==> src/design/assert_macros.svh <==
// Assertion macros used by the top-level design file.
`ifndef ASSERT_MACROS_SVH
`define ASSERT_MACROS_SVH
`ifndef SYNTHESIS
`define ASSERT_ALWAYS(label, clk, rst_n, prop) \
  label: assert property (@(posedge clk) disable iff (!rst_n) prop) \
    else $error("assertion failed");
`define ASSERT_NEVER(label, clk, rst_n, expr) \
  label: assert property (@(posedge clk) disable iff (!rst_n) !(expr)) \
    else $error("forbidden condition seen");
`else
`define ASSERT_ALWAYS(label, clk, rst_n, prop)
`define ASSERT_NEVER(label, clk, rst_n, expr)
`endif
`endif

==> src/design/ccb_pkg.sv <==
// Shared types and constants of the console CPU bus.
package ccb_pkg;

  localparam logic [1:0] OP_READ  = 2'd0;
  localparam logic [1:0] OP_WRITE = 2'd1;
  localparam logic [1:0] OP_TICK  = 2'd2;

  localparam logic [1:0] PPU_NONE  = 2'd0;
  localparam logic [1:0] PPU_READ  = 2'd1;
  localparam logic [1:0] PPU_PEEK  = 2'd2;
  localparam logic [1:0] PPU_WRITE = 2'd3;

  localparam logic [15:0] RAM_TOP   = 16'h1FFF;
  localparam logic [15:0] PPU_TOP   = 16'h3FFF;
  localparam logic [15:0] DMA_START = 16'h4014;
  localparam logic [15:0] PAD0_ADDR = 16'h4016;
  localparam logic [15:0] PAD1_ADDR = 16'h4017;

  localparam logic [2:0] PH_DMA_READ  = 3'd0;
  localparam logic [2:0] PH_DMA_WRITE = 3'd3;
  localparam logic [2:0] PH_LAST      = 3'd5;

  // Beat in flight between the decode stage and the response stage.
  typedef struct packed {
    logic [7:0]  rdata;
    logic        ram_sel;
    logic        latch_ram;
    logic        cpu_step;
    logic [1:0]  ppu_op;
    logic [2:0]  ppu_reg;
    logic [7:0]  ppu_wdata;
    logic        oam_write;
    logic [7:0]  oam_index;
    logic [7:0]  oam_data;
    logic        nmi_out;
    logic        dma_busy;
    logic        dma_read;
    logic [15:0] dma_src_addr;
  } stage_t;

  // DMA latch update once the RAM byte of a DMA read arrives.
  typedef struct packed {
    logic       en;
    logic [7:0] data;
  } latch_wr_t;

  typedef struct packed {
    logic clearing;
    logic dma_active;
  } status_t;

endpackage

==> src/design/ccb_if.sv <==


interface ccb_out_if;
  logic        valid;
  logic        ready;
  logic [7:0]  rdata;
  logic        cpu_step;
  logic [1:0]  ppu_op;
  logic [2:0]  ppu_reg;
  logic [7:0]  ppu_wdata;
  logic        oam_write;
  logic [7:0]  oam_index;
  logic [7:0]  oam_data;
  logic        nmi_out;
  logic        dma_busy;
  logic        dma_read;
  logic [15:0] dma_src_addr;

  modport source (output valid, rdata, cpu_step, ppu_op, ppu_reg, ppu_wdata, oam_write,
                  oam_index, oam_data, nmi_out, dma_busy, dma_read, dma_src_addr,
                  input ready);
  modport sink (input valid, rdata, cpu_step, ppu_op, ppu_reg, ppu_wdata, oam_write,
                oam_index, oam_data, nmi_out, dma_busy, dma_read, dma_src_addr,
                output ready);
endinterface

==> src/design/ccb_resp.sv <==
// Response stage: merges RAM read data and holds the result in an output register.
module ccb_resp (
  input  logic               clk_i,
  input  logic               rst_ni,
  input  logic               load_i,
  input  ccb_pkg::stage_t    stage_i,
  input  logic [7:0]         ram_rdata_i,
  output logic               s1_free_o,
  output ccb_pkg::latch_wr_t latch_wr_o,
  ccb_out_if.source          out_o
);

  logic            s1_valid_q;
  ccb_pkg::stage_t s1_q;
  logic            out_valid_q;
  ccb_pkg::stage_t out_q;
  ccb_pkg::stage_t merged;
  logic            s1_adv;

  assign s1_adv    = s1_valid_q & (~out_valid_q | out_o.ready);
  assign s1_free_o = ~s1_valid_q | s1_adv;

  // RAM read data stays put until the next read, so it is valid while the beat waits.
  always_comb begin
    merged = s1_q;
    if (s1_q.ram_sel) begin
      merged.rdata = ram_rdata_i;
    end
  end

  assign latch_wr_o = '{en: s1_valid_q & s1_q.latch_ram, data: ram_rdata_i};

  always_ff @(posedge clk_i or negedge rst_ni) begin
    if (!rst_ni) begin
      s1_valid_q  <= 1'b0;
      out_valid_q <= 1'b0;
    end else begin
      if (load_i) begin
        s1_valid_q <= 1'b1;
      end else if (s1_adv) begin
        s1_valid_q <= 1'b0;
      end
      if (s1_adv) begin
        out_valid_q <= 1'b1;
      end else if (out_o.ready) begin
        out_valid_q <= 1'b0;
      end
    end
  end

  always_ff @(posedge clk_i) begin
    if (load_i) begin
      s1_q <= stage_i;
    end
    if (s1_adv) begin
      out_q <= merged;
    end
  end

  assign out_o.valid        = out_valid_q;
  assign out_o.rdata        = out_q.rdata;
  assign out_o.cpu_step     = out_q.cpu_step;
  assign out_o.ppu_op       = out_q.ppu_op;
  assign out_o.ppu_reg      = out_q.ppu_reg;
  assign out_o.ppu_wdata    = out_q.ppu_wdata;
  assign out_o.oam_write    = out_q.oam_write;
  assign out_o.oam_index    = out_q.oam_index;
  assign out_o.oam_data     = out_q.oam_data;
  assign out_o.nmi_out      = out_q.nmi_out;
  assign out_o.dma_busy     = out_q.dma_busy;
  assign out_o.dma_read     = out_q.dma_read;
  assign out_o.dma_src_addr = out_q.dma_src_addr;

endmodule

==> src/flat_wrapper.sv <==
// flat-port wrapper written by rule: the top's interface ports become plain ports
module ccb_resp_flat 
  (clk_i, rst_ni, load_i, stage_i, ram_rdata_i, s1_free_o, latch_wr_o, out_o_valid, out_o_rdata, out_o_cpu_step, out_o_ppu_op, out_o_ppu_reg, out_o_ppu_wdata, out_o_oam_write, out_o_oam_index, out_o_oam_data, out_o_nmi_out, out_o_dma_busy, out_o_dma_read, out_o_dma_src_addr, out_o_ready);
  ccb_out_if out_o_i ();
  input  logic clk_i;
  input  logic rst_ni;
  input  logic load_i;
  input  ccb_pkg::stage_t stage_i;
  input  logic [7:0] ram_rdata_i;
  output logic s1_free_o;
  output ccb_pkg::latch_wr_t latch_wr_o;
  output wire logic [$bits(out_o_i.valid)-1:0] out_o_valid;
  output wire logic [$bits(out_o_i.rdata)-1:0] out_o_rdata;
  output wire logic [$bits(out_o_i.cpu_step)-1:0] out_o_cpu_step;
  output wire logic [$bits(out_o_i.ppu_op)-1:0] out_o_ppu_op;
  output wire logic [$bits(out_o_i.ppu_reg)-1:0] out_o_ppu_reg;
  output wire logic [$bits(out_o_i.ppu_wdata)-1:0] out_o_ppu_wdata;
  output wire logic [$bits(out_o_i.oam_write)-1:0] out_o_oam_write;
  output wire logic [$bits(out_o_i.oam_index)-1:0] out_o_oam_index;
  output wire logic [$bits(out_o_i.oam_data)-1:0] out_o_oam_data;
  output wire logic [$bits(out_o_i.nmi_out)-1:0] out_o_nmi_out;
  output wire logic [$bits(out_o_i.dma_busy)-1:0] out_o_dma_busy;
  output wire logic [$bits(out_o_i.dma_read)-1:0] out_o_dma_read;
  output wire logic [$bits(out_o_i.dma_src_addr)-1:0] out_o_dma_src_addr;
  input wire logic [$bits(out_o_i.ready)-1:0] out_o_ready;
  assign out_o_valid = out_o_i.valid;
  assign out_o_rdata = out_o_i.rdata;
  assign out_o_cpu_step = out_o_i.cpu_step;
  assign out_o_ppu_op = out_o_i.ppu_op;
  assign out_o_ppu_reg = out_o_i.ppu_reg;
  assign out_o_ppu_wdata = out_o_i.ppu_wdata;
  assign out_o_oam_write = out_o_i.oam_write;
  assign out_o_oam_index = out_o_i.oam_index;
  assign out_o_oam_data = out_o_i.oam_data;
  assign out_o_nmi_out = out_o_i.nmi_out;
  assign out_o_dma_busy = out_o_i.dma_busy;
  assign out_o_dma_read = out_o_i.dma_read;
  assign out_o_dma_src_addr = out_o_i.dma_src_addr;
  assign out_o_i.ready = out_o_ready;
  ccb_resp u_core (.clk_i(clk_i), .rst_ni(rst_ni), .load_i(load_i), .stage_i(stage_i), .ram_rdata_i(ram_rdata_i), .s1_free_o(s1_free_o), .latch_wr_o(latch_wr_o), .out_o(out_o_i));
endmodule
==> config.mk <==
export PLATFORM = sky130hd
export DESIGN_NAME = ccb_resp_flat
export DESIGN_NICKNAME = d
export VERILOG_FILES = /design/src/design/assert_macros.svh /design/src/design/ccb_pkg.sv /design/src/design/ccb_if.sv /design/src/design/ccb_resp.sv /design/src/flat_wrapper.sv
export SDC_FILE = /design/constraint.sdc
export NUM_CORES = 1
export LEC_CHECK = 0
export CAP_MARGIN = 20
export CORE_UTILIZATION = 45
export CTS_CLUSTER_DIAMETER = 30
export CTS_CLUSTER_SIZE = 20
export DETAILED_ROUTE_END_ITERATION = 8
export DONT_BUFFER_PORTS = 1
export PLACE_DENSITY = 0.71
export SYNTH_ARGS = -nofsm -noshare
export SYNTH_HDL_FRONTEND = slang
export SYNTH_SLANG_ARGS = --single-unit
==> constraint.sdc <==
create_clock -name clk_i -period 3.8 [get_ports clk_i]
set_clock_uncertainty 0.05 [all_clocks]
set_input_delay 0.76 -clock clk_i [delete_from_list [all_inputs] [get_ports clk_i]]
set_output_delay 0.76 -clock clk_i [all_outputs]
set_load 0.03 [all_outputs]
==> results of run 1 <==
==> through the flow <==
step / utilization (%) / worst slack, ns / power, mW
2_1_floorplan: - / 1.08 / 1.80
3_3_place_gp: 47.4 / 1.63 / 1.81
4_1_cts: 54.4 / 1.50 / 3.28
6_report: 54.4 / 1.52 / 3.24
5_1_grt: 54.4 / 1.46 / 3.35
3_5_place_dp: 47.4 / 1.56 / 1.81
==> placed cells by master, fill, tap and decap left out, types with 2 or more instances in the layout <==
master,count
dfrtp_1,2
inv_6,2
edfxtp_1,118
clkbuf_16,16
clkinv_4,6
nand2b_1,2
mux2_4,8
clkinvlp_4,4
==> cell usage after synthesis (all sizes together) <==
| cell | n |
|---|---|
| buf | 9 |
| mux2 | 8 |
| nand2b | 2 |
| a21o | 1 |
| dfrtp | 2 |
| edfxtp | 118 |
| nand2 | 1 |
| and2 | 2 |
| nor2b | 1 |
==> power by group through the flow <==
stage	combinational [mW]	clock, mW	sequential, mW
after CTS	0.0503	1.49	1.74
after floorplan	0.0580	0	1.74
after global placement	0.0462	0	1.76
after detailed placement	0.0485	0	1.76
after global routing	0.0538	1.55	1.75
final	0.0491	1.45	1.73
==> kinds of logic (layout without fill, tap and decap cells) <==
| group | Yosys count | after routing | share of synthesized area [%] |
|---|---|---|---|
| simple gates | 6 | 6 | 0.915 |
| mux | 8 | 8 | 3.14 |
| buf+inv | 9 | 34 | 1.86 |
| flops | 120 | 120 | 93.9 |
| compound gates | 1 | 1 | 0.196 |
==> worst paths after layout <==
kind | start | endpoint | cells after the start
max in group asynchronous | rst_ni | u_core.s1_valid_q | 1
min | stage_i[48] | u_core.merged[48] | 0
min reg2reg | u_core.merged[40] | u_core.out_o.ppu_wdata[4] | 0
min in group asynchronous | rst_ni | u_core.out_o.valid | 1
max | u_core.out_o.valid | s1_free_o | 2
max reg2reg | u_core.out_o.valid | u_core.out_o.rdata[5] | 3
==> cell type report <==
class	instances	share of cell area [%]
sequential	120	80.4
clock buffer	17	9.27
multi-input combinational	15	3.67
clock inverter	15	3.28
tap	105	2.94
timing repair buffer	2	0.392
==> metal layers <==
layer  global-route usage, %  part of all wire (%)  vias up  wire, um
li1                        -                     -      597         -
met1                    14.4                    38      656      2150
met2                    18.8                    47      114      2610
met3                    9.06                    14        7       785
met4                    8.21                   1.2        0        65
met5                       0                     0        -         0
==> metrics.md, run 1 <==
| Metric | Value |
|---|---|
| Status | finished clean |
| Initial DRC count | 65 |
| Ant diodes | 0 |
| Max FFs per register | 52 |
| CP delay by family, top | flip-flops |
| Worst Path Arrival | 1.47 ns |
| Share of cells above drive strength 1 | between 20 and 25% |
| Relative slew slack | 62.6% |
| Worst-path cell chain | nor2b_1 -> nand2_1 |
| Main area contributors after synthesis | edfxtp_1, mux2_4, buf_4 |
| VDD IR max | 0.000336 V |
| Avg Inst Size Synth | 26.6 um2 |
| Via count | 1,374 |
| Crit Path Category | flip-flop to output pin |
| DRC violations left | 0 |
| Total number of yosys warnings | 0 |
| Switching Share | 23.2% |
| Slowest CP cell | dfrtp_1 |
| Die Span Y | 94.2 um |
| Std cell rows | 33 |
| Pint | 2.49 mW |
| IO Port Bufs | 0 |
| Final TNS setup | 0 ns |
| Min-Delay Path Class | input pin to flip-flop |
| CTS tree | yes |
| Slew Limit Fails | 0 |
| Final setup vio count | 0 |
| Cell variety after synth | 10 |
| Die width | 94.2 um |
| Fillers | 617 |
| Root Driver | clkbuf_8 |
| Seq cells post-synth | between 100 and 150 |
| Pin count of the biggest net entering global routing | 62 |
| Max-cap violation count | 0 |
| # resized after CTS | 0 |
| Achievable Freq | 439 MHz |
| I/O Pins | ~140 |
| First-pass GRT wire length | 7.87 mm |
| Final period utilization | between 50% and 60% |
| CTS Sinks | 120 |
| Register area | 0.00359 mm2 |
| Synthesized instance count | 144 |
| Least-Margin Pin Slew | 0.561 ns |
| DIE AREA | 0.00888 mm2 |
| Comb pwr share | around 1.5% |
| CTS max path bufs | 2 |
| Synth area leader | edfxtp_1 |
| Clock transition at the registers of the reported paths | 0.06 ns |
| Total gr overflow | 0 |
| Final Cell Area | 0.00447 mm2 |
| Setup crit end kind | output pin |
| Hold Vio Cnt, Final | 0 |
| DR pass1 iterations | 4 |
| Finished Layout Cells | 274 |
| Multi-input logic area | 164 um2 |
| WHS | ~0.3 ns |
| Area grow syn2layout | 16.7% |
| RSZ-0062 raised after global routing | no |
| Reg2reg setup slack | around 1.8 ns |
| Initial Util | 46.6% |
| Top cell type's share of synthesized area | 92.6% |
| Placed Area | just under 0.004 mm2 |
| Total track usage | approximately an eighth |
| Register area share after synthesis | 93.9% |
| Drt wl/cell | 20.5 um |
| Hpwl dp | 3.55 mm |
| Crit-path max cell delay | 0.53 ns |
| Final ANT Viol Nets | 0 |
| Fin crit period | 2.28 ns |
| Clk Latency, worst-skew pair | around 0.49 ns |
| Startpoint types | flip-flop |
| Net Switching | 751 uW |
| Via count of the first global-routing pass | 1,424 |
| Post-Syn Area | 0.00383 mm2 |
| Leak pwr | between 1.5 and 2 nW |
| Syn nets | 216 |
| Net count, final | 228 |
| Crit-path max FO | 3 |
| CP bufs+invs | 0 |
| Cts hold-fix bufs | 1 |
| TritonCTS buffer count | 17 |
| Final WL | ~5.6 mm |
| Clock network power share | 44.9% |
| Initial antenna violation count | 0 |
| Seq pwr share | about 54% |
| Total placed cells including tap cells | 241 |
| Critical path required time | 2.99 ns |
| H-tree levels | 4 |
| Cell Pwr Density | 725 mW/mm2 |
| Via-to-Cell Ratio | 5.01 |
| Core area | 0.00822 mm2 |
| Post-CTS setup buffers | 0 |
| Gp weighted congestion | 0.697 |
Power figures use the tool's default switching activity.
==> run 2, diff against run 1 <==
Clock period 3.8 ns to 2.15 ns, I/O delays scaled along.
==> metrics.md, run 2 (same netlist as run 1, synthesis figures left out) <==
| Metric | Value |
|---|---|
| TritonCTS buffer count | 17 (unchanged) |
| CTS max path bufs | 2 (unchanged) |
| Std cell rows | 33 (unchanged) |
| DRC violations left | 0 (unchanged) |
| Crit Path Category | flip-flop to output pin |
| Root Driver | clkbuf_8 |
| Via count of the first global-routing pass | 1,813 (+27%) |
| R2R Path Start | u_core.out_o.valid |
| Switching Share | 22.3% (-0.94 points) |
| Multi-input logic area | 164 um2 (unchanged) |
| H-tree levels | 4 (unchanged) |
| CTS Sinks | 120 (unchanged) |
| Drt wl/cell | 19.5 um (-4.8%) |
| Net count, final | 289 (+27%) |
| Startpoint types | flip-flop |
| DIE AREA | 0.00888 mm2 (unchanged) |
| Max-cap violation count | 0 (unchanged) |
| Clock transition at the registers of the reported paths | 0.05 ns (about the same) |
| Final total power | 6.04 mW (+86%) |
| Setup crit end kind | output pin |
| Final period utilization | 92.8% |
| Gp weighted congestion | 0.783 (+12%) |
| Placed Area | 0.00391 mm2 (+0.32%) |
| RSZ-0062 raised after global routing | no |
| Clk Latency, worst-skew pair | 0.49 ns (about the same) |
| Area grow syn2layout | 34.2% |
| Die width | 94.2 um (unchanged) |
| Via-to-Cell Ratio | 4.81 (-4.0%) |
| Fillers | 545 (-12%) |
| I/O Pins | 141 (unchanged) |
| Fin crit period | 2.00 ns |
| Fin worst setup slack | 0.155 ns (-1.37 ns) |
| Pin count of the biggest net entering global routing | 62 (unchanged) |
| Relative slew slack | 69.5% (+6.9 points) |
| Achievable Freq | around 500 MHz |
| CTS tree | yes |
| Setup crit start | u_core.out_o.valid |
| Cell Pwr Density | 1180 mW/mm2 (+62%) |
| Register area | 0.00359 mm2 (unchanged) |
| Die Span Y | 94.2 um (unchanged) |
| Clock network power share | 45.7% (+0.8 points) |
| Initial Util | 46.6% (unchanged) |
| Comb pwr share | 3.5% (+2.0 points) |
| Slew Limit Fails | 0 (unchanged) |
| Net Switching | 1.34 mW (+79%) |
| VDD IR max | 0.000682 V (+100%) |
| Final setup vio count | 0 (unchanged) |
| Status | finished clean |
| Final ANT Viol Nets | 0 (unchanged) |
| Hpwl dp | 3.83 mm (+7.9%) |
| Initial DRC count | 90 (+38%) |
| IO Port Bufs | 0 (unchanged) |
| Pre-CTS WS | 0.626 ns (-0.932 ns) |
| First-pass GRT wire length | 9.60 mm (+22%) |
| Pint | 4.69 mW (+89%) |
| DR pass1 iterations | 4 (unchanged) |
| Slowest CP cell | dfrtp_1 |
| Final WL | 6.53 mm (+16%) |
| Most frequent cells in the layout | edfxtp_1, dlygate4sd3_1, clkbuf_16, mux2_4, inv_6 |
| Initial antenna violation count | 0 (unchanged) |
| Core area | 0.00822 mm2 (unchanged) |
| Critical path required time | 1.67 ns (-1.32 ns) |
| Final TNS setup | 0 ns (unchanged) |
| CP bufs+invs | 0 (unchanged) |
| Final Cell Area | 0.00513 mm2 (+15%) |
| Share of cells above drive strength 1 | 17.8% (-7.0 points) |
| Min-Delay Path Class | input pin to flip-flop |
| Worst Path Arrival | 1.52 ns (+0.05 ns) |
| Seq pwr share | 50.9% (-2.7 points) |
| Via count | 1,613 (+17%) |
| Total track usage | 15.9% (+2.6 points) |
| Worst-path cell chain | nor2b_1 -> nand2_1 |
| Crit-path max cell delay | 0.55 ns (+0.02 ns) |
| Hold Vio Cnt, Final | 0 (unchanged) |
| Total gr overflow | 0 (unchanged) |
| Least-Margin Pin Slew | 0.458 ns (-0.103 ns) |
| Crit-path max FO | 3 (unchanged) |
| Ant diodes | 0 (unchanged) |
| Max FFs per register | 52 (unchanged) |
| Commonest non-fill, non-tap cell in the layout | edfxtp_1 |
| Leak pwr | 1.81 nW (+19%) |
| HP Start | out_o_ready |
| # resized after CTS | 0 (unchanged) |
| CP delay by family, top | flip-flops |
run 2: changes by cell type in the layout (fill, tap and decap cells not counted), moves of 2 or more:
cell	before	now
clkinv_4	6	1
clkinv_1	0	2
dlygate4sd3_1	1	61
bufinv_16	1	3
inv_6	2	4
run 2: power groups by stage:
stage | logic, mW | clock network (mW) | registers [mW]
6_report | 0.210 | 2.76 | 3.07
4_1_cts | 0.210 | 2.81 | 3.07
3_3_place_gp | 0.0859 | 0 | 3.11
5_1_grt | 0.225 | 2.92 | 3.09
3_5_place_dp | 0.0934 | 0 | 3.12
2_1_floorplan | 0.103 | 0 | 3.08
run 2: final cells by class:
| cell class | count | share of cell area [%] |
|---|---|---|
| tap | 105 | 2.56 |
| clock buffer | 17 | 8.07 |
| clock inverter | 15 | 3.39 |
| timing repair buffer | 63 | 12.8 |
| multi-input combinational | 15 | 3.19 |
| sequential | 120 | 70.0 |
run 2: worst reg2reg max path: cells and delay by family, from the launching register on:
| family | cells | cell delay [ns] |
|---|---|---|
| buffers and inverters | 1 | 0.28 |
| DFF | 1 | 0.51 |
| and+or+nand+nor | 2 | 0.34 |
run 2: final timing paths:
path	slack [ns]	cells after the start	endpoint
worst min register to register	0.37	0	u_core.out_o.dma_src_addr[0]
min in group asynchronous	0.12	1	u_core.out_o.valid
worst max-delay path	0.15	2	s1_free_o
max in group asynchronous	1.80	1	u_core.s1_valid_q
worst min-delay path	0.09	2	u_core.out_o.valid
worst max register to register	0.57	3	u_core.out_o.ppu_wdata[7]
run 2: repair_timing:
item,4_1_cts,5_1_grt
endpoints found under the hold margin,123,0
hold buffers,62,0
buffers inserted,0,0
run 2: layer usage:
metal / track usage (%) / vias to the layer above / share of wire (%)
met4: 7.31 / 0 / 0.38
li1: - / 717 / -
met3: 9.87 / 4 / 12
met1: 14.6 / 775 / 35
met2: 27.2 / 117 / 53
met5: 0 / - / 0
run 2: stage by stage:
stage / instances / hold WS, ns / utilization, %
after floorplan: 144 / 0.0844 / -
after global placement: 241 / 0.0845 / 47.6
after detailed placement: 241 / 0.0845 / 47.6
after CTS: 335 / 0.0481 / 62.5
after global routing: 335 / 0.0645 / 62.5
final: 335 / 0.0927 / 62.5
==> run 3, diff against run 2 <==
Settings changed: GPL_TIMING_DRIVEN from default to 0.
==> metrics.md, run 3 (same netlist as run 1, synthesis figures left out) <==
| Metric | Value |
|---|---|
| Max-cap violation count | 0 (unchanged) |
| CTS tree | yes |
| DRC violations left | 0 (unchanged) |
| Pin count of the biggest net entering global routing | 62 (unchanged) |
| Status | finished clean |
| Crit-path max cell delay | 0.54 ns (about the same) |
| Via count | 1,667 (+3.3%) |
| Die width | 94.2 um (unchanged) |
| Least-Margin Pin Slew | 0.498 ns (+0.0408 ns) |
| Hold path depth | 1 (-1) |
| Commonest non-fill, non-tap cell in the layout | edfxtp_1 |
| Gp weighted congestion | 0.680 (-13%) |
| Critical path required time | 1.67 ns (about the same) |
| Core area | 0.00822 mm2 (unchanged) |
| R2R Path Start | u_core.out_o.valid |
| Initial antenna violation count | 0 (unchanged) |
| Ant diodes | 0 (unchanged) |
| Final TNS setup | 0 ns (unchanged) |
| Cts hold-fix bufs | 62 (unchanged) |
| Final period utilization | 91.9% (-0.87 points) |
| Fillers | 554 (+1.7%) |
| Total gr overflow | 0 (unchanged) |
| Hpwl dp | 3.84 mm (+0.26%) |
| Relative slew slack | 66.8% (-2.7 points) |
| VDD IR max | 0.000604 V (-11%) |
| Clk Latency, worst-skew pair | 0.49 ns (about the same) |
| DR pass1 iterations | 4 (unchanged) |
| Final ANT Viol Nets | 0 (unchanged) |
| Reg2reg end | u_core.out_o.rdata[2] |
| Slew Limit Fails | 0 (unchanged) |
| Final setup vio count | 0 (unchanged) |
| RSZ-0062 raised after global routing | no |
| Most frequent cells in the layout | edfxtp_1, dlygate4sd3_1, clkbuf_16, mux2_4, buf_4 |
| CTS Sinks | 120 (unchanged) |
| CTS max path bufs | 2 (unchanged) |
| Cell Pwr Density | 1120 mW/mm2 (-4.6%) |
| Worst Path Arrival | 1.50 ns (-0.02 ns) |
| Total placed cells including tap cells | 250 (+3.7%) |
| First-pass GRT wire length | 9.29 mm (-3.2%) |
| Die Span Y | 94.2 um (unchanged) |
| Slowest CP cell | dfrtp_1 |
| H-tree levels | 4 (unchanged) |
| Post-CTS setup buffers | 0 (unchanged) |
| Initial Util | 46.6% (unchanged) |
| Fin crit period | 1.98 ns (-0.0188 ns) |
| Share of cells above drive strength 1 | 20.1% (+2.3 points) |
| Crit-path max FO | 3 (unchanged) |
| Via-to-Cell Ratio | 4.85 (+0.64%) |
| I/O Pins | 141 (unchanged) |
| CP bufs+invs | 0 (unchanged) |
| Achievable Freq | 506 MHz (+0.95%) |
| Setup crit start | u_core.out_o.valid |
| Reg2Reg Depth | 3 (unchanged) |
| HP Start | ram_rdata_i[1] |
| DIE AREA | 0.00888 mm2 (unchanged) |
| Min-Delay Path Class | input pin to flip-flop |
| Final WL | 6.61 mm (+1.2%) |
| Reg2reg setup slack | 0.33 ns (-0.24 ns) |
| Leak pwr | 1.81 nW (+0.29%) |
| Net count, final | 298 (+3.1%) |
| Initial DRC count | 45 (-50%) |
| Via count of the first global-routing pass | 1,733 (-4.4%) |
| IO Port Bufs | 0 (unchanged) |
| WHS Endpoint | u_core.out_o.rdata[1] |
| Startpoint types | flip-flop |
| Setup crit end kind | output pin |
| Std cell rows | 33 (unchanged) |
| Drt wl/cell | 19.2 um (-1.4%) |
| TritonCTS buffer count | 17 (unchanged) |
| Clock transition at the registers of the reported paths | 0.06 ns (about the same) |
| Root Driver | clkbuf_8 |
| Crit Path Category | flip-flop to output pin |
| # resized after CTS | 0 (unchanged) |
| Hold Vio Cnt, Final | 0 (unchanged) |
| Total track usage | 15.5% (-0.33 points) |
| Max FFs per register | 52 (unchanged) |
| Area grow syn2layout | 34.5% |
| CP delay by family, top | flip-flops |
| Finished Layout Cells | 344 (+2.7%) |
| Worst-path cell chain | nor2b_1 -> nand2_1 |
==> run 3: power breakdown <==
part | switching, mW | internal, mW | total, mW
Combinational | 0.120 | 0.127 | 0.247
Clock | 0.943 | 1.52 | 2.46
Sequential | 0.255 | 2.81 | 3.07
==> run 3: layout make-up <==
type                       count  area, um2  area share [%]
clock inverter                13        106            2.07
clock buffer                  19        422            8.19
buffer                         9       71.3            1.39
tap                          105        131            2.55
timing repair buffer          63        658            12.8
multi-input combinational     15        164            3.19
sequential                   120       3590            69.8
==> run 3: how the worst max path moves through the flow <==
stage,cells after the start,endpoint
after floorplan,2,u_core.out_o.cpu_step
after global placement,2,u_core.out_o.rdata[1]
after detailed placement,3,u_core.out_o.rdata[1]
after CTS,2,s1_free_o
after global routing,2,s1_free_o
final,2,s1_free_o
==> run 3: metal layers <==
metal | track usage [%] | vias up | wire length (um)
met5 | 0 | - | 0
met4 | 7.69 | 0 | 60
met3 | 8.90 | 5 | 700
met2 | 25.7 | 106 | 3490
met1 | 15.6 | 827 | 2360
li1 | - | 729 | -
==> run 3: worst register-to-register path, cell delays in order, from the launching register on <==
cell and delay, ns:
dfrtp_1 0.50, nand2b_1 0.16, and2_2 0.48, buf_12 0.29
==> run 3: through the flow <==
| stage | total power, mW | worst slack [ns] | area (um2) | utilization (%) | hold WS, ns |
|---|---|---|---|---|---|
| 3_3_place_gp | 3.23 | 0.0745 | 3960 | 48.2 | 0.0845 |
| 3_5_place_dp | 3.25 | 0.353 | 3980 | 48.4 | 0.0845 |
| 2_1_floorplan | 3.18 | 0.304 | 3830 | - | 0.0844 |
| 5_1_grt | 5.97 | 0.104 | 5150 | 62.6 | 0.0735 |
| 4_1_cts | 5.83 | 0.179 | 5150 | 62.6 | 0.0426 |
| 6_report | 5.77 | 0.173 | 5150 | 62.6 | 0.107 |
