### src/design/assert_macros.svh
// Assertion macros used by the top-level design file.
`ifndef ASSERT_MACROS_SVH
`define ASSERT_MACROS_SVH
`ifndef SYNTHESIS
`define ASSERT_ALWAYS(label, clk, rst_n, prop) \
  label: assert property (@(posedge clk) disable iff (!rst_n) prop) \
    else $error("assertion failed");
`define ASSERT_NEVER(label, clk, rst_n, expr) \
  label: assert property (@(posedge clk) disable iff (!rst_n) !(expr)) \
    else $error("forbidden condition seen");
`else
`define ASSERT_ALWAYS(label, clk, rst_n, prop)
`define ASSERT_NEVER(label, clk, rst_n, expr)
`endif
`endif

### src/design/ccb_pkg.sv
// Shared types and constants of the console CPU bus.
package ccb_pkg;

  localparam logic [1:0] OP_READ  = 2'd0;
  localparam logic [1:0] OP_WRITE = 2'd1;
  localparam logic [1:0] OP_TICK  = 2'd2;

  localparam logic [1:0] PPU_NONE  = 2'd0;
  localparam logic [1:0] PPU_READ  = 2'd1;
  localparam logic [1:0] PPU_PEEK  = 2'd2;
  localparam logic [1:0] PPU_WRITE = 2'd3;

  localparam logic [15:0] RAM_TOP   = 16'h1FFF;
  localparam logic [15:0] PPU_TOP   = 16'h3FFF;
  localparam logic [15:0] DMA_START = 16'h4014;
  localparam logic [15:0] PAD0_ADDR = 16'h4016;
  localparam logic [15:0] PAD1_ADDR = 16'h4017;

  localparam logic [2:0] PH_DMA_READ  = 3'd0;
  localparam logic [2:0] PH_DMA_WRITE = 3'd3;
  localparam logic [2:0] PH_LAST      = 3'd5;

  // Beat in flight between the decode stage and the response stage.
  typedef struct packed {
    logic [7:0]  rdata;
    logic        ram_sel;
    logic        latch_ram;
    logic        cpu_step;
    logic [1:0]  ppu_op;
    logic [2:0]  ppu_reg;
    logic [7:0]  ppu_wdata;
    logic        oam_write;
    logic [7:0]  oam_index;
    logic [7:0]  oam_data;
    logic        nmi_out;
    logic        dma_busy;
    logic        dma_read;
    logic [15:0] dma_src_addr;
  } stage_t;

  // DMA latch update once the RAM byte of a DMA read arrives.
  typedef struct packed {
    logic       en;
    logic [7:0] data;
  } latch_wr_t;

  typedef struct packed {
    logic clearing;
    logic dma_active;
  } status_t;

endpackage

### src/design/ccb_if.sv
// Valid/ready channel interfaces for bus requests and bus results.
interface ccb_in_if;
  logic        valid;
  logic        ready;
  logic [1:0]  op;
  logic [15:0] addr;
  logic [7:0]  wdata;
  logic        read_only;
  logic        cart_hit;
  logic [7:0]  cart_rdata;
  logic [7:0]  ppu_rdata;
  logic [7:0]  pad_buttons;
  logic        ppu_nmi;

  modport source (output valid, op, addr, wdata, read_only, cart_hit, cart_rdata,
                  ppu_rdata, pad_buttons, ppu_nmi, input ready);
  modport sink (input valid, op, addr, wdata, read_only, cart_hit, cart_rdata,
                ppu_rdata, pad_buttons, ppu_nmi, output ready);
endinterface


### src/design/ccb_decode.sv
// Decode stage: address decode, bus state, DMA sequencing and work RAM access.
module ccb_decode #(
  parameter int RAM_DEPTH = 2048
) (
  input  logic                  clk_i,
  input  logic                  rst_ni,
  ccb_in_if.sink                in_i,
  input  logic                  s1_free_i,
  input  ccb_pkg::latch_wr_t    latch_wr_i,
  output logic                  load_o,
  output ccb_pkg::stage_t       stage_o,
  output ccb_pkg::status_t      status_o,
  output logic                  ram_we_o,
  output logic [$clog2(RAM_DEPTH)-1:0] ram_waddr_o,
  output logic [7:0]            ram_wdata_o,
  output logic                  ram_re_o,
  output logic [$clog2(RAM_DEPTH)-1:0] ram_raddr_o
);

  localparam int IW = $clog2(RAM_DEPTH);

  logic          clearing_q;
  logic [IW-1:0] clr_q;
  logic [7:0]    pad_q [2];
  logic [7:0]    pad_d [2];
  logic [7:0]    page_q, page_d;
  logic [7:0]    offset_q, offset_d;
  logic [7:0]    latch_q, latch_d;
  logic          active_q, active_d;
  logic          wait_q, wait_d;
  logic [2:0]    phase_q, phase_d;

  logic          acc;
  logic          is_rd, is_wr, is_tick;
  logic          dma_rd, dma_wr;
  logic          rd_en;
  logic [15:0]   rd_addr;
  logic          rd_ram, rd_ppu, rd_pad;
  logic [7:0]    rd_val;
  logic          wr_ram;

  assign in_i.ready = ~clearing_q & s1_free_i;
  assign acc        = in_i.valid & in_i.ready;
  assign load_o     = acc;
  assign status_o   = '{clearing: clearing_q, dma_active: active_q};

  always_comb begin
    is_rd   = (in_i.op == ccb_pkg::OP_READ);
    is_wr   = (in_i.op == ccb_pkg::OP_WRITE);
    is_tick = (in_i.op == ccb_pkg::OP_TICK);
    dma_rd  = is_tick & (phase_q == ccb_pkg::PH_DMA_READ) & active_q & ~wait_q;
    dma_wr  = is_tick & (phase_q == ccb_pkg::PH_DMA_WRITE) & active_q & ~wait_q;
    rd_en   = is_rd | dma_rd;
    rd_addr = is_rd ? in_i.addr : {page_q, offset_q};

    rd_ram = ~in_i.cart_hit & (rd_addr <= ccb_pkg::RAM_TOP);
    rd_ppu = ~in_i.cart_hit & ~rd_ram & (rd_addr <= ccb_pkg::PPU_TOP);
    rd_pad = ~in_i.cart_hit & ((rd_addr == ccb_pkg::PAD0_ADDR) |
                               (rd_addr == ccb_pkg::PAD1_ADDR));

    if (in_i.cart_hit) begin
      rd_val = in_i.cart_rdata;
    end else if (rd_ppu) begin
      rd_val = in_i.ppu_rdata;
    end else if (rd_pad) begin
      rd_val = {7'd0, pad_q[rd_addr[0]][7]};
    end else begin
      rd_val = 8'd0;
    end

    wr_ram = is_wr & ~in_i.cart_hit & (in_i.addr <= ccb_pkg::RAM_TOP);

    pad_d[0] = pad_q[0];
    pad_d[1] = pad_q[1];
    page_d   = page_q;
    offset_d = offset_q;
    active_d = active_q;
    wait_d   = wait_q;
    phase_d  = phase_q;
    latch_d  = latch_wr_i.en ? latch_wr_i.data : latch_q;

    stage_o = '0;
    stage_o.rdata     = is_rd ? rd_val : 8'd0;
    stage_o.ram_sel   = is_rd & rd_ram;
    stage_o.latch_ram = dma_rd & rd_ram;
    stage_o.nmi_out   = is_tick & in_i.ppu_nmi;
    stage_o.dma_read  = dma_rd;
    stage_o.dma_src_addr = dma_rd ? rd_addr : 16'd0;

    if (rd_en & rd_ppu) begin
      stage_o.ppu_op  = (is_rd & in_i.read_only) ? ccb_pkg::PPU_PEEK : ccb_pkg::PPU_READ;
      stage_o.ppu_reg = rd_addr[2:0];
    end
    if (rd_en & rd_pad) begin
      pad_d[rd_addr[0]] = {pad_q[rd_addr[0]][6:0], 1'b0};
    end
    if (acc & dma_rd & ~rd_ram) begin
      latch_d = rd_val;
    end

    if (is_wr & ~in_i.cart_hit & ~wr_ram) begin
      if (in_i.addr <= ccb_pkg::PPU_TOP) begin
        stage_o.ppu_op    = ccb_pkg::PPU_WRITE;
        stage_o.ppu_reg   = in_i.addr[2:0];
        stage_o.ppu_wdata = in_i.wdata;
      end else if (in_i.addr == ccb_pkg::DMA_START) begin
        page_d   = in_i.wdata;
        offset_d = 8'd0;
        active_d = 1'b1;
      end else if ((in_i.addr == ccb_pkg::PAD0_ADDR) |
                   (in_i.addr == ccb_pkg::PAD1_ADDR)) begin
        pad_d[in_i.addr[0]] = in_i.pad_buttons;
      end
    end

    if (is_tick) begin
      phase_d = (phase_q == ccb_pkg::PH_LAST) ? 3'd0 : phase_q + 3'd1;
      if ((phase_q == ccb_pkg::PH_DMA_READ) | (phase_q == ccb_pkg::PH_DMA_WRITE)) begin
        if (!active_q) begin
          stage_o.cpu_step = 1'b1;
        end else if (wait_q) begin
          // The transfer starts only after an odd phase has gone by.
          if (phase_q[0]) begin
            wait_d = 1'b0;
          end
        end else if (dma_wr) begin
          stage_o.oam_write = 1'b1;
          stage_o.oam_index = offset_q;
          stage_o.oam_data  = latch_q;
          offset_d = offset_q + 8'd1;
          if (offset_q == 8'hFF) begin
            active_d = 1'b0;
            wait_d   = 1'b1;
          end
        end
      end
    end

    stage_o.dma_busy = active_d;
  end

  // The RAM is swept to zero after reset; items wait until the sweep ends.
  always_comb begin
    if (clearing_q) begin
      ram_we_o    = 1'b1;
      ram_waddr_o = clr_q;
      ram_wdata_o = 8'd0;
    end else begin
      ram_we_o    = acc & wr_ram;
      ram_waddr_o = in_i.addr[IW-1:0];
      ram_wdata_o = in_i.wdata;
    end
    ram_re_o    = acc & rd_en & rd_ram;
    ram_raddr_o = rd_addr[IW-1:0];
  end

  always_ff @(posedge clk_i or negedge rst_ni) begin
    if (!rst_ni) begin
      clearing_q <= 1'b1;
      clr_q      <= '0;
      pad_q[0]   <= 8'd0;
      pad_q[1]   <= 8'd0;
      page_q     <= 8'd0;
      offset_q   <= 8'd0;
      latch_q    <= 8'd0;
      active_q   <= 1'b0;
      wait_q     <= 1'b1;
      phase_q    <= 3'd0;
    end else begin
      if (clearing_q) begin
        clr_q <= clr_q + 1'b1;
        if (clr_q == IW'(RAM_DEPTH - 1)) begin
          clearing_q <= 1'b0;
        end
      end
      latch_q <= latch_d;
      if (acc) begin
        pad_q[0] <= pad_d[0];
        pad_q[1] <= pad_d[1];
        page_q   <= page_d;
        offset_q <= offset_d;
        active_q <= active_d;
        wait_q   <= wait_d;
        phase_q  <= phase_d;
      end
    end
  end

endmodule

### src/flat_wrapper.sv
// flat-port wrapper written by rule: the top's interface ports become plain ports
module ccb_decode_flat 
#(
  parameter int RAM_DEPTH = 2048
)
  (clk_i, rst_ni, s1_free_i, latch_wr_i, load_o, stage_o, status_o, ram_we_o, ram_waddr_o, ram_wdata_o, ram_re_o, ram_raddr_o, in_i_valid, in_i_op, in_i_addr, in_i_wdata, in_i_read_only, in_i_cart_hit, in_i_cart_rdata, in_i_ppu_rdata, in_i_pad_buttons, in_i_ppu_nmi, in_i_ready);
  ccb_in_if in_i_i ();
  input  logic clk_i;
  input  logic rst_ni;
  input  logic s1_free_i;
  input  ccb_pkg::latch_wr_t latch_wr_i;
  output logic load_o;
  output ccb_pkg::stage_t stage_o;
  output ccb_pkg::status_t status_o;
  output logic ram_we_o;
  output logic [$clog2(RAM_DEPTH)-1:0] ram_waddr_o;
  output logic [7:0] ram_wdata_o;
  output logic ram_re_o;
  output logic [$clog2(RAM_DEPTH)-1:0] ram_raddr_o;
  input wire logic [$bits(in_i_i.valid)-1:0] in_i_valid;
  input wire logic [$bits(in_i_i.op)-1:0] in_i_op;
  input wire logic [$bits(in_i_i.addr)-1:0] in_i_addr;
  input wire logic [$bits(in_i_i.wdata)-1:0] in_i_wdata;
  input wire logic [$bits(in_i_i.read_only)-1:0] in_i_read_only;
  input wire logic [$bits(in_i_i.cart_hit)-1:0] in_i_cart_hit;
  input wire logic [$bits(in_i_i.cart_rdata)-1:0] in_i_cart_rdata;
  input wire logic [$bits(in_i_i.ppu_rdata)-1:0] in_i_ppu_rdata;
  input wire logic [$bits(in_i_i.pad_buttons)-1:0] in_i_pad_buttons;
  input wire logic [$bits(in_i_i.ppu_nmi)-1:0] in_i_ppu_nmi;
  output wire logic [$bits(in_i_i.ready)-1:0] in_i_ready;
  assign in_i_i.valid = in_i_valid;
  assign in_i_i.op = in_i_op;
  assign in_i_i.addr = in_i_addr;
  assign in_i_i.wdata = in_i_wdata;
  assign in_i_i.read_only = in_i_read_only;
  assign in_i_i.cart_hit = in_i_cart_hit;
  assign in_i_i.cart_rdata = in_i_cart_rdata;
  assign in_i_i.ppu_rdata = in_i_ppu_rdata;
  assign in_i_i.pad_buttons = in_i_pad_buttons;
  assign in_i_i.ppu_nmi = in_i_ppu_nmi;
  assign in_i_ready = in_i_i.ready;
  ccb_decode #(.RAM_DEPTH(RAM_DEPTH)) u_core (.clk_i(clk_i), .rst_ni(rst_ni), .in_i(in_i_i), .s1_free_i(s1_free_i), .latch_wr_i(latch_wr_i), .load_o(load_o), .stage_o(stage_o), .status_o(status_o), .ram_we_o(ram_we_o), .ram_waddr_o(ram_waddr_o), .ram_wdata_o(ram_wdata_o), .ram_re_o(ram_re_o), .ram_raddr_o(ram_raddr_o));
endmodule
### config.mk
export PLATFORM = sky130hd
export DESIGN_NAME = ccb_decode_flat
export DESIGN_NICKNAME = d
export VERILOG_FILES = /design/src/design/assert_macros.svh /design/src/design/ccb_pkg.sv /design/src/design/ccb_if.sv /design/src/design/ccb_decode.sv /design/src/flat_wrapper.sv
export SDC_FILE = /design/constraint.sdc
export NUM_CORES = 1
export LEC_CHECK = 0
export BUFFER_PORTS_ARGS = -buffer_cell sky130_fd_sc_hd__buf_2
export CORE_MARGIN = 10
export CORE_UTILIZATION = 44
export DETAILED_ROUTE_END_ITERATION = 10
export GPL_TIMING_DRIVEN = 0
export PLACE_DENSITY = 0.77
export RECOVER_POWER = 25
export SLEW_MARGIN = 10
export SYNTH_ARGS = -nofsm -noshare
export SYNTH_HDL_FRONTEND = slang
export SYNTH_SLANG_ARGS = --single-unit
### constraint.sdc
create_clock -name clk_i -period 2.2 [get_ports clk_i]
set_input_delay 0.22 -clock clk_i [delete_from_list [all_inputs] [get_ports clk_i]]
set_output_delay 0.22 -clock clk_i [all_outputs]
set_load 0.05 [all_outputs]
==> results of run 1 <==
per-stage QoR:
step	area, um^2	TNS (ps)	instances
5_1_grt	5974	-6608	768
3_3_place_gp	4985	-14250	722
4_1_cts	5574	-661.2	758
6_report	5974	-2915	768
3_5_place_dp	4987	-16670	722
2_1_floorplan	4054	-368.6	455
area by class of cell:
type / count / area, um^2 / area share [%]
Buffer: 24 / 155.1 / 2.597
Clock buffer: 11 / 151.4 / 2.534
Clock inverter: 5 / 77.57 / 1.298
Inverter: 11 / 41.29 / 0.6911
Multi-Input combinational cell: 360 / 2735 / 45.78
Sequential cell: 57 / 1436 / 24.04
Tap cell: 108 / 135.1 / 2.262
Timing Repair Buffer: 192 / 1242 / 20.80
cell usage after synthesis, types with 5 or more instances:
cell type	instances
nor2b_1	27
inv_1	11
mux2_2	22
and2_1	33
o21ai_0	24
buf_2	5
nand3_1	8
a21oi_1	20
a211oi_1	18
mux2i_1	6
o221a_2	7
nor2_1	43
dfrtp_1	55
nor3_1	21
nand2_1	57
a22oi_1	9
clkbuf_1	15
and3_1	7
xnor2_1	7
what timing repair did:
| item | CTS | global route |
|---|---|---|
| gates cloned | 0 | 0 |
| hold endpoints to repair | 55 | 0 |
| hold buffers | 1 | 0 |
| endpoints found under the setup margin | 105 | 82 |
| gates resized for setup | 59 | 91 |
| pin swaps | 10 | 22 |
| setup buffers | 20 | 12 |
power by group through the flow:
| stage | sequential [W] | combinational (W) | clock, W |
|---|---|---|---|
| floorplan | 0.00114 | 0.000363 | 0 |
| global placement | 0.00114 | 0.000538 | 0 |
| detailed placement | 0.00115 | 0.000556 | 0 |
| CTS | 0.00114 | 0.000617 | 0.00117 |
| global route | 0.00115 | 0.000824 | 0.00121 |
| finish | 0.00115 | 0.000769 | 0.00116 |
metal layers:
metal	vias up	track usage (%)
li1	2008	-
met1	2128	25.93
met2	233	38.68
met3	42	8.504
met4	0	8.939
met5	-	0
worst reg2reg max path: stages, from the launching register on:
cell,delay (ps)
dfrtp_2,420
or4b_4,530
nor4_4,190
nand4b_4,160
buf_4,170
buf_6,120
a21oi_4,230
nand3_4,180
o221a_2,290
final timing paths:
path	startpoint	end	slack, ps	cells after the start
worst max register to register	u_core.offset_q[5]$_DFFE_PN0P_	u_core.pad_q[7]$_DFFE_PN0P_	-200	8
worst min-delay path	in_i_wdata[6]	u_core.page_q[6]$_DFFE_PN0P_	130	3
worst max-delay path	u_core.offset_q[2]$_DFFE_PN0P_	stage_o[52]	-410	7
min in group asynchronous	rst_ni	u_core.clr_q[8]$_DFFE_PN0P_	740	2
max in group asynchronous	rst_ni	u_core.page_q[5]$_DFFE_PN0P_	450	2
worst min register to register	u_core.clr_q[10]$_DFFE_PN0P_	u_core.clearing_q$_DFF_PN1_	490	1
kinds of logic (layout without fill, tap and decap cells):
kind of cell               count (synthesis)  in the layout  share of synthesized area (%)
AOI/OAI and AO/OA                         96             96                          17.51
DFF                                       57             57                          36.90
adders and majority gates                  3              3                         0.9694
buffers and inverters                     38            243                          4.232
muxes                                     28             28                          7.948
and+or+nand+nor                          222            222                          29.95
xor gates and xnor gates                  11             11                          2.488
cell usage in the layout (no fill, tap or decap), drive strengths merged, types with 6 or more instances in the layout:
cell	count
mux2	22
dfrtp	55
a211oi	19
a22oi	9
clkbuf	40
mux2i	6
and3	7
and2	33
buf	186
nor2	44
xnor2	7
nor3	21
o21ai	24
nand3	9
nand2	57
a21oi	21
inv	11
nor2b	27
o221a	7
state kept, by name (all words and copies together) (netlist names):
name               cells
u_core.phase_q         3
u_core.clearing_q      1
u_core.latch_q         8
u_core.page_q          8
u_core.pad_q          16
u_core.offset_q        8
u_core.wait_q          1
u_core.active_q        1
u_core.clr_q          11
==> summary.txt, run 1 <==
Power and ir drop
  – Switching Share: 31.91%
  – Comb pwr share: 25.0%
  – Psw: roughly 0.001 W
  – Clock power share: 37.8%
  – PD cells: between 500 and 600 mW/mm^2
  – VDD IR-drop max: 0.2806 mV
  – Static leakage: 2.832 nW
  – Tot Pwr: ~0.0031 W
  – Sequential share of power: roughly 37%
  – P_int: approximately 0.0021 W

Setup path
  – CP Capture Type: output port
  – Critical path arrival: 2390 ps
  – CP peak stage delay: ~470 ps
  – CP required: between 1500 and 2000 ps
  – CP bufs+invs: 1
  – Critical path cell sequence: and2_1 > nor4b_2 > o21ai_0 > a211oi_4 > o22ai_2 > nor2_4 > buf_8
  – CP max stage cell: dfrtp_1
  – Setup CP Type: flip-flop to output port
  – CP Launch Type: flip-flop
  – Critical path's top delay family: simple AND/OR/NAND/NOR gates
  – Crit Path Max Fanout: 6

Placed design
  – Gp weighted congestion: 0.9265
  – Dpl hpwl: about 11 mm
  – Port bufs: 159
  – Pre-CTS setup slack: -498.5 ps

Clock tree
  – Sink Count: between 50 and 60
  – Worst-skew pair later-pin latency: ~350 ps
  – CTS Buf Count: 9
  – Worst-path clk slew: about 70 ps
  – H-tree levels: 3
  – Clk root buf: clkbuf_8
  – CTS tree: built
  – Clk buf depth: 2

STA
  – Period utilization: 118.6%
  – Final Max Slew Viols: 0
  – Final Hold Viols: 0
  – Final setup fails: 32
  – Worst-margin pin slew: between 1000 and 1500 ps
  – Fmax achieved: 383.3 MHz
  – Relative slew slack: under 10%
  – Final setup skew: roughly 6 ps
  – Final min period: approximately 2600 ps
  – Worst hold margin: 128.9 ps
  – RSZ-0062 raised after global routing: yes
  – Final setup margin: -408.7 ps

Final layout
  – Final Net Count: about 720
  – Fraction of layout cells with a size suffix above 1: 50.91%
  – Final Util: between 60% and 70%
  – Number of diodes: 0
  – Filler cells: 655
  – Area delta synth->final: 54.28%

Synth
  – Syn Inst Count: between 400 and 500
  – Async set-or-reset flop fraction in the synthesized netlist: between 90% and 100%
  – Post-synth EDFFs: 0
  – Synth Area per Inst: ~8.5 um^2
  – Most used DFF post-synth: dfrtp_1
  – Ys Warns: 0
  – Syn_nets: between 500 and 600
  – Synthesized flop and latch total: 57
  – Post-synthesis sequential area ratio: 36.90%
  – Largest area contributor in the netlist: dfrtp_1
  – Share of the synthesized area in the top cell type: a little over a third
  – Top cells by area, synth: dfrtp_1, mux2_2, nand2_1
  – Yosys cell types: 56
  – Mapped Area: 0.003872 mm^2

GRT
  – Global-route wire length before repair: about 24 mm
  – GRT Total Usage: a little under a quarter
  – Vias in the first global route: around 4500
  – Largest net degree at the start of global routing: between 50 and 60
  – GRT Residual Overflow: 0
  – Initial antenna violation count: 0

Floorplanning
  – Die H: 113.8 um
  – Io pins: roughly 160
  – Rows: 34
  – Core Box Area: 0.008636 mm^2
  – Die Wd: 113.8 um
  – Initial Utilization: roughly 45%
  – Die ar.: 0.01295 mm^2

Outcome
  – Failing checks: negative setup slack
  – Status: complete, but fails checks

Routing
  – DRC: 0
  – DR pass1 iterations: 5
  – Highest Signal Layer: met4
  – Iter 0 DRT Violations: between 200 and 300
  – Post-Route M1 WL: a little under 6 mm
  – Vias: approximately 4400
  – Wirelength, routed: ~16 mm
  – Antenna Nets Post-Route: 0
  – Met3 WL: around 1.6 mm
  – Routed met2 length: ~7.8 mm
  – Via density: 5.743
  – Routed wire length per instance: approximately 21 um

Run
  – Max-Cap Viols: 0

Min path
  – Hold Path Class: primary input to flip-flop
(Power assumes the default switching activity.)
==> run 2, diff against run 1 <==
Settings changed: SKIP_LAST_GASP set to 1, TNS_END_PERCENT set to 50.
==> run 2 against run 1 <==
Against the previous run: the flow still finishes with violations (negative setup slack); critical path depth did not move; clock power rose by 6%; global-route usage fell by 0.33 points; via count rose by 0.14%; combinational power is 8.6% lower; sequential power is essentially flat; clock-buffer cell count down 1; largest cell class unchanged.
==> summary.txt, run 2 (synthesis gave the netlist of run 1 again) <==
Outcome
  – Status: complete, but fails checks
  – Failing checks: negative setup slack

Clock tree
  – Clk root buf: clkbuf_8
  – CTS Buf Count: 9 (unchanged)
  – Sink Count: 57 (unchanged)
  – CTS tree: built
  – Clk buf depth: 2 (unchanged)
  – H-tree levels: 3 (unchanged)
  – Worst-path clk slew: 70 ps (about the same)
  – Worst-skew pair later-pin latency: 350 ps (about the same)

Run
  – Max-Cap Viols: 0 (unchanged)

Setup path
  – RR Endpoint: u_core.pad_q[9]$_DFFE_PN0P_
  – Worst setup path start: u_core.offset_q[2]$_DFFE_PN0P_
  – CP required: 1980 ps (about the same)
  – CP Launch Type: flip-flop
  – Setup CP Type: flip-flop to output port
  – Flop2flop setup slack: -290 ps (-90 ps)
  – CP Capture Type: output port
  – Crit Path Max Fanout: 6 (unchanged)
  – Reg2reg start: u_core.offset_q[5]$_DFFE_PN0P_
  – Critical path arrival: 2370 ps (-20 ps)
  – R2R depth: 9 (+1)
  – Setup crit end: stage_o[52]

Final layout
  – Most common cell after layout, fill and taps aside: buf_2
  – Biggest register: u_core.pad_q
  – Post-route insts no fill: 763 (-0.65%)
  – Register area: 0.001436 mm^2 (unchanged)
  – Number of diodes: 0 (unchanged)
  – Largest regs: u_core.pad_q x16, u_core.clr_q x11
  – Filler cells: 687 (+4.9%)
  – Area delta synth->final: 51.18%
  – Largest register FFs: 16 (unchanged)
  – Final Net Count: 719 (-0.69%)
  – Area of the multi-input gates: 0.002684 mm^2 (-1.9%)
  – Commonest non-fill, non-tap cells in the layout: buf_2, nand2_1, dfrtp_1
  – Fraction of layout cells with a size suffix above 1: 49.16% (-1.7 points)

STA
  – Final min period: 2591 ps (-17.33 ps)
  – Relative slew slack: 5.033% (+2.9 points)
  – Final setup margin: -391.4 ps (+17.33 ps)
  – RSZ-0062 raised after global routing: yes
  – Final Hold Viols: 0 (unchanged)
  – Final setup skew: 7.284 ps (+1.141 ps)
  – Final Max Slew Viols: 0 (unchanged)
  – Fmax achieved: 385.9 MHz (+0.67%)
  – Final setup fails: 32 (unchanged)
  – Period utilization: 117.8% (-0.79 points)
  – Setup TNS: -4367 ps (-1451 ps)
  – Worst hold margin: 119.3 ps (-9.617 ps)
  – Worst-margin pin slew: 1425 ps (-42.97 ps)

Routing
  – Vias: 4417 (+0.14%)
  – Routed wire length per instance: 20.82 um (+1.2%)
  – DR pass1 iterations: 5 (unchanged)
  – DRC: 0 (unchanged)
  – Via density: 5.789 (+0.79%)
  – Antenna Nets Post-Route: 0 (unchanged)
  – Iter 0 DRT Violations: 347 (+18%)
  – Wirelength, routed: 15.89 mm (+0.50%)

GRT
  – Initial antenna violation count: 0 (unchanged)
  – M2 GR Usage: 40.21% (+1.5 points)
  – GRT Total Usage: 22.67% (-0.33 points)
  – Global-route wire length before repair: 23.81 mm (-0.60%)
  – Vias in the first global route: 4567 (+1.2%)
  – M1 GR Usage: 24.27% (-1.7 points)
  – M3 GR Usage: 9.291% (+0.79 points)
  – Most used routing layer: met2
  – GRT Residual Overflow: 0 (unchanged)
  – Largest net degree at the start of global routing: 58 (unchanged)

Placed design
  – Port bufs: 159 (unchanged)
  – Gp weighted congestion: 0.8767 (-5.4%)
  – Pre-CTS setup slack: -593.2 ps (-94.76 ps)
  – Dpl hpwl: 11.23 mm (-0.40%)
  – Placed cells: 722 (unchanged)

Floorplanning
  – Die ar.: 0.01295 mm^2 (unchanged)
  – Die Wd: 113.8 um (unchanged)
  – Core Box Area: 0.008636 mm^2 (unchanged)
  – Io pins: 162 (unchanged)
  – Initial Utilization: 44.84% (unchanged)
  – Rows: 34 (unchanged)
  – Die H: 113.8 um (unchanged)

Power and ir drop
  – VDD IR-drop max: 0.4404 mV (+57%)
  – Static leakage: 2.828 nW (-0.15%)
  – Tot Pwr: 0.003083 W (+0.12%)
  – PD cells: 526.7 mW/mm^2 (+2.2%)

Min path
  – Hold Path Class: primary input to flip-flop
run 2: changes by cell type in the layout (fill, tap and decap cells not counted), sizes merged:
cell           change
clkbuf            -15
bufinv             +1
clkdlybuf4s15      +1
clkinv             +1
clkinvlp           -1
buf                +8
run 2: cell type report:
cell class,instances,share of cell area (%)
tap,108,2.308
clock inverter,6,1.795
multi-input combinational,360,45.84
timing repair buffer,186,19.49
buffer,25,2.885
clock buffer,10,2.351
sequential,57,24.54
inverter,11,0.7908
run 2: power breakdown:
group	internal, W	switching (W)
Combinational	0.000272	0.000431
Clock	0.000777	0.000456
Sequential	0.00109	0.0000565
Total	0.00214	0.000943
run 2: critical path, stage by stage (launching register included):
cell and delay, ps:
dfrtp_1 480, and2_1 270, nor4b_2 350, o21ai_0 260, a211oi_4 250, o22ai_2 150, nor2_4 110, buf_8 150
run 2: timing repair:
action | 4_1_cts | 5_1_grt
endpoints found under the setup margin | 105 | 79
buffers inserted | 13 | 12
hold buffers | 1 | 0
hold endpoints to repair | 55 | 0
pin swaps | 10 | 18
cloned | 0 | 1
resized for setup | 72 | 41
run 2: worst min path at each step:
stage,cells after the start,slack [ps],from,to
global route,2,140,in_i_wdata[2],u_core.page_q[2]$_DFFE_PN0P_
CTS,3,110,in_i_wdata[6],u_core.page_q[6]$_DFFE_PN0P_
floorplan,0,-80,rst_ni,u_core.active_q$_DFFE_PN0P_
detailed placement,1,320,rst_ni,u_core.clr_q[6]$_DFFE_PN0P_
finish,3,120,in_i_wdata[6],u_core.page_q[6]$_DFFE_PN0P_
global placement,1,450,u_core.clr_q[10]$_DFFE_PN0P_,u_core.clearing_q$_DFF_PN1_
run 2: metal layers:
metal	wire, um	vias up	part of all wire, %
met4	444	0	2.8
met1	5679	2117	36
met3	1705	50	11
met5	0	-	0
li1	-	2000	-
met2	8057	250	51
run 2: metrics by stage:
step / utilization [%] / cell area [um^2]
final: 67.79 / 5854
after global routing: 67.79 / 5854
after CTS: 64.43 / 5564
after detailed placement: 57.79 / 4991
after global placement: 57.77 / 4989
after floorplan: - / 4058
